==> config.mk <==
export PLATFORM = sky130hd
export DESIGN_NAME = cycloidal_drive_ramp
export DESIGN_NICKNAME = d
export VERILOG_FILES = /design/src/sv/cdr_pkg.sv /design/src/sv/cdr_rom.sv /design/src/sv/cdr_drive.sv /design/src/sv/cycloidal_drive_ramp.sv
export SDC_FILE = /design/constraint.sdc
export NUM_CORES = 2
export LEC_CHECK = 0
export BUFFER_PORTS_ARGS = -buffer_cell sky130_fd_sc_hd__clkbuf_2
export CAP_MARGIN = 30
export CORE_ASPECT_RATIO = 1.2
export CORE_MARGIN = 3
export CORE_UTILIZATION = 60
export CTS_CLUSTER_SIZE = 24
export DETAILED_ROUTE_END_ITERATION = 7
export GPL_ROUTABILITY_DRIVEN = 0
export PLACE_DENSITY_LB_ADDON = 0.1
export SLEW_MARGIN = 20
export SYNTH_ARGS = -nofsm -noshare
export SYNTH_HDL_FRONTEND = slang
export SYNTH_HIERARCHICAL = 1
export SYNTH_SLANG_ARGS = --single-unit
==> constraint.sdc <==
create_clock -name clk_i -period 12.75 [get_ports clk_i]
set_input_delay 1.275 -clock clk_i [delete_from_list [all_inputs] [get_ports clk_i]]
set_output_delay 1.275 -clock clk_i [all_outputs]
set_load 0.005 [all_outputs]
==> src/sv/cdr_pkg.sv <==
package cdr_pkg;

  // Ramp length in steps and profile table length.
  localparam int Steps    = 100;
  localparam int TableLen = 100;
  localparam int Q15One   = 32768;

  // Width of the step counter; it must also hold Steps itself.
  localparam int SiW = $clog2(Steps + 1);
  localparam int KW  = $clog2(TableLen);

  // Per-step increments of x = floor(i * 32768 / Steps) and
  // k = floor(i * TableLen / Steps), as quotient and remainder.
  localparam int XQuo = Q15One / Steps;
  localparam int XRem = Q15One % Steps;
  localparam int KQuo = TableLen / Steps;
  localparam int KRem = TableLen % Steps;

  localparam logic [15:0] StepPeriodRst = 16'd10;
  localparam logic signed [8:0] DriveMax = 9'sd255;
  localparam logic signed [8:0] DriveMin = -9'sd255;

  // Direction codes.
  localparam logic [2:0] DirFwd   = 3'd0;
  localparam logic [2:0] DirBwd   = 3'd1;
  localparam logic [2:0] DirRight = 3'd2;
  localparam logic [2:0] DirLeft  = 3'd3;

  // Operands of one drive pair computation.
  typedef struct packed {
    logic [1:0]         dir;
    logic signed [8:0]  tgt;
    logic signed [8:0]  sb;
    logic signed [8:0]  rtb;
    logic signed [8:0]  ltb;
    logic [15:0]        x;
    logic signed [15:0] g;
  } step_op_t;

  // Quarter wave of sin(2 pi k/100)/(2 pi) in Q1.15.
  function automatic logic signed [15:0] quarter_wave(input logic [4:0] i);
    logic signed [15:0] v;
    case (i)
      5'd0:  v = 16'sd0;
      5'd1:  v = 16'sd327;
      5'd2:  v = 16'sd654;
      5'd3:  v = 16'sd977;
      5'd4:  v = 16'sd1297;
      5'd5:  v = 16'sd1612;
      5'd6:  v = 16'sd1920;
      5'd7:  v = 16'sd2221;
      5'd8:  v = 16'sd2512;
      5'd9:  v = 16'sd2794;
      5'd10: v = 16'sd3065;
      5'd11: v = 16'sd3324;
      5'd12: v = 16'sd3570;
      5'd13: v = 16'sd3802;
      5'd14: v = 16'sd4018;
      5'd15: v = 16'sd4219;
      5'd16: v = 16'sd4403;
      5'd17: v = 16'sd4570;
      5'd18: v = 16'sd4719;
      5'd19: v = 16'sd4849;
      5'd20: v = 16'sd4960;
      5'd21: v = 16'sd5051;
      5'd22: v = 16'sd5123;
      5'd23: v = 16'sd5174;
      5'd24: v = 16'sd5205;
      5'd25: v = 16'sd5215;
      default: v = 16'sd0;
    endcase
    return v;
  endfunction

  // Full-wave profile entry, mirrored from the quarter wave.
  function automatic logic signed [15:0] profile_val(input logic [6:0] k);
    logic signed [15:0] v;
    if (k <= 7'd25) begin
      v = quarter_wave(k[4:0]);
    end else if (k <= 7'd50) begin
      v = quarter_wave(5'(7'd50 - k));
    end else if (k <= 7'd75) begin
      v = -quarter_wave(5'(k - 7'd50));
    end else if (k <= 7'd99) begin
      v = -quarter_wave(5'(7'd100 - k));
    end else begin
      v = 16'sd0;
    end
    return v;
  endfunction

endpackage

==> src/sv/cdr_rom.sv <==
// Profile table with a registered read port.
module cdr_rom (
  input  logic                     clk_i,
  input  logic [cdr_pkg::KW-1:0]   addr_i,
  output logic signed [15:0]       data_o
);

  logic signed [15:0] data_q;

  // The read data is registered.
  always_ff @(posedge clk_i) begin
    data_q <= cdr_pkg::profile_val(7'(addr_i));
  end

  assign data_o = data_q;

endmodule

==> src/sv/cdr_drive.sv <==
// Computes one drive pair: base * 32768 + delta * cycloid, truncated toward
// zero and saturated.
module cdr_drive (
  input  cdr_pkg::step_op_t  op_i,
  output logic signed [8:0]  left_o,
  output logic signed [8:0]  right_o
);

  logic signed [17:0] c_w;
  logic signed [17:0] h_w;
  logic signed [17:0] opnd_w;
  logic signed [10:0] br_w;
  logic signed [10:0] bl_w;
  logic signed [10:0] mr_w;
  logic signed [10:0] ml_w;
  logic signed [31:0] sr_w;
  logic signed [31:0] sl_w;

  // Truncate a Q.15 value toward zero and clamp to the drive range.
  function automatic logic signed [8:0] to_drive(input logic signed [31:0] s);
    logic signed [16:0] q;
    q = 17'(s >>> 15);
    if (s[31] && (s[14:0] != 15'd0)) begin
      q = q + 17'sd1;
    end
    if (q > 17'sd255) begin
      return cdr_pkg::DriveMax;
    end else if (q < -17'sd255) begin
      return cdr_pkg::DriveMin;
    end
    return 9'(q);
  endfunction

  // Cycloid and its mirror.
  assign c_w = $signed({2'b00, op_i.x}) - 18'(op_i.g);
  assign h_w = $signed({2'b00, op_i.x}) + 18'(op_i.g);

  // Bases and deltas per direction, with the sign folded into the delta.
  always_comb begin
    br_w   = 11'(op_i.sb);
    bl_w   = 11'(op_i.sb);
    mr_w   = 11'(op_i.tgt) - 11'(op_i.sb);
    ml_w   = 11'(op_i.tgt) - 11'(op_i.sb);
    opnd_w = c_w;
    unique case ({1'b0, op_i.dir})
      cdr_pkg::DirRight: begin
        br_w   = 11'(op_i.sb) + 11'(op_i.rtb);
        bl_w   = 11'(op_i.sb) + 11'(op_i.ltb);
        mr_w   = -(11'(op_i.tgt) + 11'(op_i.rtb));
        ml_w   = 11'(op_i.tgt) - 11'(op_i.ltb);
        opnd_w = h_w;
      end
      cdr_pkg::DirLeft: begin
        br_w   = 11'(op_i.rtb);
        bl_w   = 11'(op_i.ltb);
        mr_w   = 11'(op_i.tgt) - 11'(op_i.rtb);
        ml_w   = -(11'(op_i.tgt) + 11'(op_i.ltb));
        opnd_w = h_w;
      end
      default: begin
      end
    endcase
  end

  // One multiply per wheel, then the base add.
  assign sr_w = (32'(br_w) <<< 15) + 32'(mr_w) * 32'(opnd_w);
  assign sl_w = (32'(bl_w) <<< 15) + 32'(ml_w) * 32'(opnd_w);

  assign right_o = to_drive(sr_w);
  assign left_o  = to_drive(sl_w);

endmodule

==> src/sv/cycloidal_drive_ramp.sv <==
// A result is registered and appears in the cycle after its request is accepted.
// Throughput: one request per cycle while the output is not stalled; the output register frees as it drains.
// The step profile comes from a registered table read ahead, at the
// index of the next step, so a step never waits on the table.
// Reset clears all ramp state and the drive pair and sets step_period to 10;
// the profile table is constant and needs no clearing.
module cycloidal_drive_ramp (
  input  logic        clk_i,
  input  logic        rst_ni,
  input  logic        step_period_we_i,
  input  logic [15:0] step_period_i,
  input  logic        s_axis_tvalid,
  output logic        s_axis_tready,
  input  logic [15:0] s_axis_tdata,   // [8:0] target_speed, [11:9] direction
  input  logic        s_axis_tuser,   // opcode
  output logic        m_axis_tvalid,
  input  logic        m_axis_tready,
  output logic [23:0] m_axis_tdata    // [8:0] left_drive, [17:9] right_drive,
                                      // [18] drive_updated, [19] busy_res,
                                      // [20] command_rejected
);

  localparam int SiW = cdr_pkg::SiW;
  localparam int KW  = cdr_pkg::KW;

  typedef enum logic [1:0] {
    PH_IDLE,
    PH_OUT,
    PH_BACK
  } phase_e;

  phase_e              phase_q, phase_d;
  logic [15:0]         period_q;
  logic [1:0]          dir_q, dir_d;
  logic signed [8:0]   tgt_q, tgt_d;
  logic signed [8:0]   sb_q, sb_d;
  logic signed [8:0]   rtb_q, rtb_d;
  logic signed [8:0]   ltb_q, ltb_d;
  logic [SiW-1:0]      si_q, si_d;
  logic [15:0]         x_q, x_d;
  logic [SiW-1:0]      xr_q, xr_d;
  logic [KW-1:0]       k_q, k_d;
  logic [SiW-1:0]      kr_q, kr_d;
  logic [15:0]         tc_q, tc_d;
  logic signed [8:0]   last_l_q, last_l_d;
  logic signed [8:0]   last_r_q, last_r_d;
  logic                out_valid_q;
  logic [23:0]         out_data_q;

  logic                accept_w;
  logic signed [8:0]   tgt_in_w;
  logic [2:0]          dir_in_w;
  logic [15:0]         period_w;
  logic [15:0]         tc_inc_w;
  logic                updated_w;
  logic                rejected_w;
  logic                issue_w;
  logic                restart_w;
  logic [SiW:0]        xr_sum_w;
  logic [SiW:0]        kr_sum_w;
  logic signed [15:0]  g_w;
  logic signed [8:0]   drv_l_w;
  logic signed [8:0]   drv_r_w;
  cdr_pkg::step_op_t   op_w;

  assign accept_w      = s_axis_tvalid && s_axis_tready;
  assign s_axis_tready = !out_valid_q || m_axis_tready;
  assign dir_in_w      = s_axis_tdata[11:9];
  assign tgt_in_w      = (s_axis_tdata[8:0] == 9'h100) ? cdr_pkg::DriveMin
                                                       : $signed(s_axis_tdata[8:0]);
  assign period_w      = (period_q == 16'd0) ? 16'd1 : period_q;
  assign tc_inc_w      = tc_q + 16'd1;

  // Profile table, addressed by the index of the step issued next.
  cdr_rom u_rom (
    .clk_i  (clk_i),
    .addr_i (k_d),
    .data_o (g_w)
  );

  cdr_drive u_drive (
    .op_i    (op_w),
    .left_o  (drv_l_w),
    .right_o (drv_r_w)
  );

  // Step sequencing, phase control and operand selection.
  always_comb begin
    phase_d    = phase_q;
    dir_d      = dir_q;
    tgt_d      = tgt_q;
    sb_d       = sb_q;
    rtb_d      = rtb_q;
    ltb_d      = ltb_q;
    si_d       = si_q;
    x_d        = x_q;
    xr_d       = xr_q;
    k_d        = k_q;
    kr_d       = kr_q;
    tc_d       = tc_q;
    last_l_d   = last_l_q;
    last_r_d   = last_r_q;
    updated_w  = 1'b0;
    rejected_w = 1'b0;
    issue_w    = 1'b0;
    restart_w  = 1'b0;
    xr_sum_w   = {1'b0, xr_q} + (SiW + 1)'(cdr_pkg::XRem);
    kr_sum_w   = {1'b0, kr_q} + (SiW + 1)'(cdr_pkg::KRem);

    // Default operands: the pending step of the running ramp.
    op_w.dir = dir_q;
    op_w.tgt = tgt_q;
    op_w.sb  = sb_q;
    op_w.rtb = rtb_q;
    op_w.ltb = ltb_q;
    op_w.x   = x_q;
    op_w.g   = g_w;

    if (accept_w) begin
      if (s_axis_tuser) begin
        if (phase_q != PH_IDLE) begin
          rejected_w = 1'b1;
        end else if (dir_in_w <= cdr_pkg::DirLeft) begin
          // New ramp: its first step has a zero profile.
          dir_d     = dir_in_w[1:0];
          tgt_d     = tgt_in_w;
          phase_d   = PH_OUT;
          op_w.dir  = dir_in_w[1:0];
          op_w.tgt  = tgt_in_w;
          op_w.x    = 16'd0;
          op_w.g    = 16'sd0;
          issue_w   = 1'b1;
          restart_w = 1'b1;
        end else begin
          last_l_d  = 9'sd0;
          last_r_d  = 9'sd0;
          updated_w = 1'b1;
        end
      end else if (phase_q != PH_IDLE) begin
        tc_d = tc_inc_w;
        if (tc_inc_w >= period_w) begin
          tc_d = 16'd0;
          if (32'(si_q) < cdr_pkg::Steps) begin
            issue_w = 1'b1;
            // Advance the step index and its x and table positions.
            si_d = si_q + SiW'(1);
            x_d  = x_q + 16'(cdr_pkg::XQuo);
            xr_d = xr_sum_w[SiW-1:0];
            if (32'(xr_sum_w) >= cdr_pkg::Steps) begin
              x_d  = x_q + 16'(cdr_pkg::XQuo) + 16'd1;
              xr_d = SiW'(32'(xr_sum_w) - cdr_pkg::Steps);
            end
            k_d  = k_q + KW'(cdr_pkg::KQuo);
            kr_d = kr_sum_w[SiW-1:0];
            if (32'(kr_sum_w) >= cdr_pkg::Steps) begin
              k_d  = k_q + KW'(cdr_pkg::KQuo) + KW'(1);
              kr_d = SiW'(32'(kr_sum_w) - cdr_pkg::Steps);
            end
          end else if (dir_q <= cdr_pkg::DirBwd[1:0]) begin
            // End of a straight ramp.
            sb_d    = tgt_q;
            phase_d = PH_IDLE;
          end else begin
            // End of a spin phase: the turn bases take the target.
            if (dir_q == cdr_pkg::DirRight[1:0]) begin
              rtb_d = -tgt_q;
              ltb_d = tgt_q;
            end else begin
              rtb_d = tgt_q;
              ltb_d = -tgt_q;
            end
            if (phase_q == PH_OUT) begin
              phase_d   = PH_BACK;
              tgt_d     = 9'sd0;
              op_w.tgt  = 9'sd0;
              op_w.rtb  = rtb_d;
              op_w.ltb  = ltb_d;
              op_w.x    = 16'd0;
              op_w.g    = 16'sd0;
              issue_w   = 1'b1;
              restart_w = 1'b1;
            end else begin
              phase_d = PH_IDLE;
            end
          end
        end
      end
    end

    // Step zero was issued: the next step is step one.
    if (restart_w) begin
      si_d = SiW'(1);
      x_d  = 16'(cdr_pkg::XQuo);
      xr_d = SiW'(cdr_pkg::XRem);
      k_d  = KW'(cdr_pkg::KQuo);
      kr_d = SiW'(cdr_pkg::KRem);
      tc_d = 16'd0;
    end

    if (issue_w) begin
      last_l_d  = drv_l_w;
      last_r_d  = drv_r_w;
      updated_w = 1'b1;
    end
  end

  // State, configuration and the output register.
  always_ff @(posedge clk_i or negedge rst_ni) begin
    if (!rst_ni) begin
      phase_q     <= PH_IDLE;
      period_q    <= cdr_pkg::StepPeriodRst;
      dir_q       <= 2'd0;
      tgt_q       <= 9'sd0;
      sb_q        <= 9'sd0;
      rtb_q       <= 9'sd0;
      ltb_q       <= 9'sd0;
      si_q        <= '0;
      x_q         <= 16'd0;
      xr_q        <= '0;
      k_q         <= '0;
      kr_q        <= '0;
      tc_q        <= 16'd0;
      last_l_q    <= 9'sd0;
      last_r_q    <= 9'sd0;
      out_valid_q <= 1'b0;
      out_data_q  <= 24'd0;
    end else begin
      if (step_period_we_i) begin
        period_q <= step_period_i;
      end
      phase_q  <= phase_d;
      dir_q    <= dir_d;
      tgt_q    <= tgt_d;
      sb_q     <= sb_d;
      rtb_q    <= rtb_d;
      ltb_q    <= ltb_d;
      si_q     <= si_d;
      x_q      <= x_d;
      xr_q     <= xr_d;
      k_q      <= k_d;
      kr_q     <= kr_d;
      tc_q     <= tc_d;
      last_l_q <= last_l_d;
      last_r_q <= last_r_d;
      if (accept_w) begin
        out_valid_q <= 1'b1;
        out_data_q  <= {3'b000, rejected_w, (phase_d != PH_IDLE), updated_w,
                        last_r_d, last_l_d};
      end else if (m_axis_tready) begin
        out_valid_q <= 1'b0;
      end
    end
  end

  assign m_axis_tvalid = out_valid_q;
  assign m_axis_tdata  = out_data_q;

endmodule
**Word-level counts from Yosys, hierarchy flattened**

Memory sizes are Yosys's and may differ from the RTL's.
Index checks and enable logic that the tools add are counted.

- Output and inout bits: 26
- Word-level logic and storage cells: 239
- ROM bits: 1664
- Bits in registers: 172
- Bits of input ports: 38
- Memories: 4

Memory list:

| memory | words | width | rd ports | clocked after memory_dff | write ports | line | RTL |
|---|---|---|---|---|---|---|---|
| (no name shown) | 32 | 13 | 1 | 0 | 0 | cdr_pkg.sv:43 | `case (i)` |
| (no name shown) | 32 | 13 | 1 | 0 | 0 | cdr_pkg.sv:43 |  |
| (no name shown) | 32 | 13 | 1 | 0 | 0 | cdr_pkg.sv:43 |  |
| (no name shown) | 32 | 13 | 1 | 0 | 0 | cdr_pkg.sv:43 |  |

- Reduce and logical (&&, ||, !) cells: 24
- Add/sub/neg operators: 30
- Magnitude comparators: 14
- Equal/unequal tests: 8
- Mux-type cells: 135
- $mul: 2
- Bitwise gates (word level): 4

Operators with widths:

| operator | number |
|---|---|
| 2-to-1 mux 16 bit | 24 |
| 2-to-1 mux 50 bit | 6 |
| 2-to-1 mux 9 bit | 28 |
| 2-to-1 mux 7 bit | 27 |
| 2-to-1 mux 32 bit | 3 |
| case mux 11 bit (2 select lines) | 4 |
| adder 26 x 29 -> 30 bit | 2 |
| multiplier 11 x 18 -> 29 bit | 2 |
| adder 9 x 9 -> 10 bit | 4 |
| 2-to-1 mux 18 bit | 2 |
| adder 17 x 2 -> 17 bit (second input constant) | 2 |
| > comparator 17 x 9 -> 1 bit (second input constant) | 2 |
| less-than comparator 17 x 9 -> 1 bit (second input constant) | 2 |
| 2-to-1 mux 17 bit | 2 |
| 2-to-1 mux 11 bit | 3 |
| adder 16 x 1 -> 16 bit (second input constant) | 2 |
| negation 16 bit | 2 |
| nonzero test 15 bit | 2 |
| subtractor 9 x 9 -> 10 bit | 3 |
| 2-to-1 mux 1 bit | 26 |
| negation 11 bit | 2 |
| adder 7 x 1 -> 7 bit (second input constant) | 3 |
| 2-to-1 mux 2 bit | 10 |
| adder 17 x 16 -> 18 bit | 1 |
| 33 further kinds | 53 |

**Logic depth before layout (Yosys ltp)**

- Depth after elaboration: 22
- Gate-level depth with buffers: 60
- Depth with buffers taken out: 57

**Hierarchy**

Netlist, hierarchy kept.

By module, submodules not included:

| module | times used | area an instance (um2) | cells each | sequential area each (um2) |
|---|---|---|---|---|
| cdr_drive | 1 | 21368.0 | 2665 | 0.0 |
| cycloidal_drive_ramp | 1 | 8509.4 | 973 | 3781.1 |
| cdr_rom | 1 | 4093.9 | 582 | 320.3 |

**Least setup slack after synthesis**

Ideal clock, no wire load.

- Path type: flip-flop to flip-flop
- Start: register tc_q[0]
- End: register last_r_q[4]
- Clock period less this slack: 13.133 ns
- Cell stages (with the launch flop): 55
- Buffers on the path: 5
- Setup slack: -0.383 ns
- Required time: 12.629 ns
- Setup time: 0.121 ns
- Data arrival time: 13.012 ns
- Cell sequence: dfrtp_1 -> nand3_1 -> nor2_1 -> nand3_1 -> nor2_1 -> nand3_1 -> xnor2_1 -> ha_1 -> nand4_2 -> or4_1 -> o32ai_1 -> o21ai_1 -> or2_2 -> buf_2 -> clkbuf_1 -> o21ai_0 -> inv_1 -> ha_1 -> (+19 left out) -> fa_1 -> inv_1 -> ha_1 -> clkbuf_1 -> a21o_1 -> a2111oi_0 -> o21a_1 -> o21ai_1 -> a211o_1 -> a21oi_1 -> o211a_1 -> buf_2 -> a21oi_1 -> or4_1 -> a211oi_2 -> or2_2 -> o21ai_1 -> a22o_1

RTL lines:

| what | line | RTL |
|---|---|---|
| start: declaration | cycloidal_drive_ramp.sv:44 | `logic [15:0] tc_q, tc_d;` |
| start signal: assignment | cycloidal_drive_ramp.sv:242 | `tc_q <= tc_d;` |
| end signal: assignment | cycloidal_drive_ramp.sv:244 | `last_r_q <= last_r_d;` |
| end: declaration | cycloidal_drive_ramp.sv:46 | `logic signed [8:0] last_r_q, last_r_d;` |

==> flow_summary.ini <==
[status]
outcome = complete, no violations

[die]
std_cell_rows = 94
num_io_pins = 64
dieArea_um2 = 59500
fp.dieW_um = 223
fp.coreArea_um2 = 55400
die_h_um = 267
start_util_pct = 61.3

[setup_path]
arrival_ps = 12700
path_buf_inv = 11
crit_start = tc_q[0]
rrSetupSlack_ps = 390
slowest_delay_ps = 540
reg2reg_depth = 54
crit_cells = 54
crit-reg2reg-launch = tc_q[0]
worstSetupStartpointType = flop
cp_slowest_cell = fa_1
rr_endpoint = last_r_q[4]
endpoint = last_r_q[4]
cp-end-kind = flop
crit_top_cell = inv_1
critPathKind = reg -> reg
cp_data_required_time_ps = 13090
crit_family = adder cells
cp_max_fo = 6

[min_path]
hold_path.class = reg -> reg
hold_depth = 2

[sta]
max_slew_margin_pct = 41.2
setup_viol = 0
max_freq_mhz = 80.9
fin_crit_sh_pct = 96.9
tightest_slew_ps = 872
grt_setup_unrepaired = yes
worst_clock_skew_ps = 25.2
hold_viol = 0
min_period_ps = 12360
slew_violations = 0

[synthesis]
ys_async_sr_fraction_pct = 90.4
syn_area_um2 = 34000
syn_inst = 4220
synth_area_per_cell_um2 = 8.05
dominantRegCellSynth = dfrtp_1
yosys_warnings = 6
synth.yosys.seq_area_share_pct = 12.1
synth_cell_types = 128
synth_edf_count = 0
ys_ff_latch = 167

[clocking]
root_buffer = clkbuf_16
clkSlewWorstSetupHoldPaths_ps = 80
htree_levels = 4
cts_buffers = 17
clockBufferDepth = 2
cts.sinks = 167
clock_latency_ps = 450
cts_tree = built

[route]
wl_per_cell_um = 18.4
drc = 0
drt-total-wl_um = 95800
avgViaCountPerCell = 5.99
vias = 31300
ant_nets = 0
dr.pass1.iters = 6
drt-initial-drc-count = 2399

[layout]
fill_cells = 4564
fin_nets = 5186
multi_input_area_um2 = 27700
area_delta_synth_final_pct = 14.3
drive_gt1_share_pct = 16.6
final_util_pct = 70.1
seqCellArea_um2 = 4100
n_antenna_cell = 0

[global_route]
grt_max_degree = 90
gr-total-overflow = 0
grt_pass1_vias = 30600
grt_use_total_pct = 31.9
antenna_found_initial = 0
grt_pass1_wl_um = 155000

[place]
hpwlAfterDp_um = 75700
portBuffers = 56

[run]
cap_viol_max_count = 0
-- synth_stat cells, drive strengths merged, types with 31 or more instances --
master	n	share of area, %
o21ai	238	3.6
nor3	69	1.1
o211ai	47	1.1
nand2b	56	1.0
nand2	513	5.7
buf	56	0.94
inv	569	6.3
a31oi	32	0.59
xor2	63	1.6
fa	398	23
and2	76	1.4
mux2i	34	1.0
or3	31	0.57
and3	38	0.70
nor2	373	4.2
a21o	57	1.3
nor4	31	0.64
a211oi	33	0.78
nand4	32	0.67
ha	263	9.7
xnor2	125	3.4
dfrtp	149	11
clkbuf	145	1.6
o21a	34	0.75
a21oi	201	3.0
nor2b	44	0.83
a22oi	32	0.74
nand3	78	1.1
-- placed cells by master, fill, tap and decap left out, types with 22 or more instances in the layout --
| master | instances |
|---|---|
| inv_1 | 559 |
| nand2_1 | 503 |
| fa_1 | 392 |
| buf_4 | 367 |
| nor2_1 | 353 |
| ha_1 | 255 |
| o21ai_0 | 187 |
| a21oi_1 | 179 |
| dfrtp_1 | 149 |
| xnor2_1 | 115 |
| nand3_1 | 75 |
| and2_1 | 66 |
| nor3_1 | 62 |
| xor2_1 | 58 |
| a21o_1 | 55 |
| clkbuf_2 | 55 |
| nand2b_1 | 54 |
| o211ai_1 | 46 |
| nor2b_1 | 40 |
| and3_1 | 36 |
| o21ai_1 | 35 |
| o21a_1 | 33 |
| mux2i_1 | 32 |
| a31oi_1 | 31 |
| a22oi_1 | 30 |
| or3_1 | 30 |
| nand4_1 | 29 |
| o21bai_1 | 27 |
| a211oi_1 | 25 |
| o31ai_1 | 24 |
| nor4_1 | 23 |
| or2_2 | 22 |
| a21oi_2 | 22 |
| a22o_1 | 22 |
-- layout make-up --
cell class                 instances  area share [%]
multi-input combinational       3283            71.3
tap                              720            2.32
clock inverter                    14           0.464
timing repair buffer             447            8.76
sequential                       167            10.6
inverter                         571            5.52
clock buffer                      18            1.13
-- how the worst min path moves through the flow --
stage,from,to,slack [ps]
global placement,rtb_q[0],rtb_q[0],460
finish,m_axis_tdata[20],m_axis_tdata[20],480
global route,last_l_q[2],last_l_q[2],520
floorplan,ltb_q[1],ltb_q[1],450
CTS,m_axis_tdata[20],m_axis_tdata[20],490
detailed placement,m_axis_tdata[20],m_axis_tdata[20],470
-- kinds of logic (layout without fill, tap and decap cells) --
| family | after synthesis | after routing | synth area share (%) |
|---|---|---|---|
| and+or+nand+nor | 1430 | 1430 | 20.1 |
| AOI/OAI and AO/OA | 943 | 943 | 18.9 |
| buffers and inverters | 772 | 1050 | 8.85 |
| adders and majority gates | 661 | 661 | 33.1 |
| xor gates and xnor gates | 189 | 189 | 5.07 |
| DFF | 167 | 167 | 12.1 |
| muxes | 57 | 57 | 1.93 |
| other | 1 | 3 | 0.0110 |
-- flip-flops by register name, summed over array words and instances (netlist names), 8 cells and up --
signal,cells
tc_q,16
last_r_q,9
tgt_q,9
rtb_q,9
m_axis_tdata,21
x_q,16
ltb_q,8
last_l_q,9
sb_q,9
u_rom/data_o,16
period_q,16
-- metal layers --
metal | global-route usage [%] | wire length, um
met1 | 40.4 | 37500
met4 | 12.9 | 4360
met3 | 3.15 | 5970
met5 | 0 | 0
met2 | 56.2 | 48000
-- stage by stage --
stage / TNS [ps] / cell area (um2) / setup WS (ps) / hold WS [ps] / instances
3_3_place_gp: -1760 / 37100 / -177 / 461 / 5149
4_1_cts: 0 / 37800 / 3.81 / 488 / 5185
2_1_floorplan: 0 / 34000 / 11.5 / 450 / 4222
3_5_place_dp: -6340 / 37200 / -343 / 469 / 5150
6_report: 0 / 38800 / 390 / 482 / 5220
5_1_grt: -2820 / 38800 / -157 / 515 / 5220
-- repair_timing --
action	CTS	global route
hold buffers	0	0
gates cloned	0	1
gates resized for setup	15	173
pin swaps	4	80
setup endpoints to repair	32	36
setup buffers	3	31
-- tightest hold or removal path: stages, from the launching register on --
cell	delay (ps)
dfrtp_1	340
nand2_1	50
o31ai_1	50
Power is left out: the tool's default activity adds up to more than one toggle a clock period on the data nets, which glitch-free logic cannot reach.
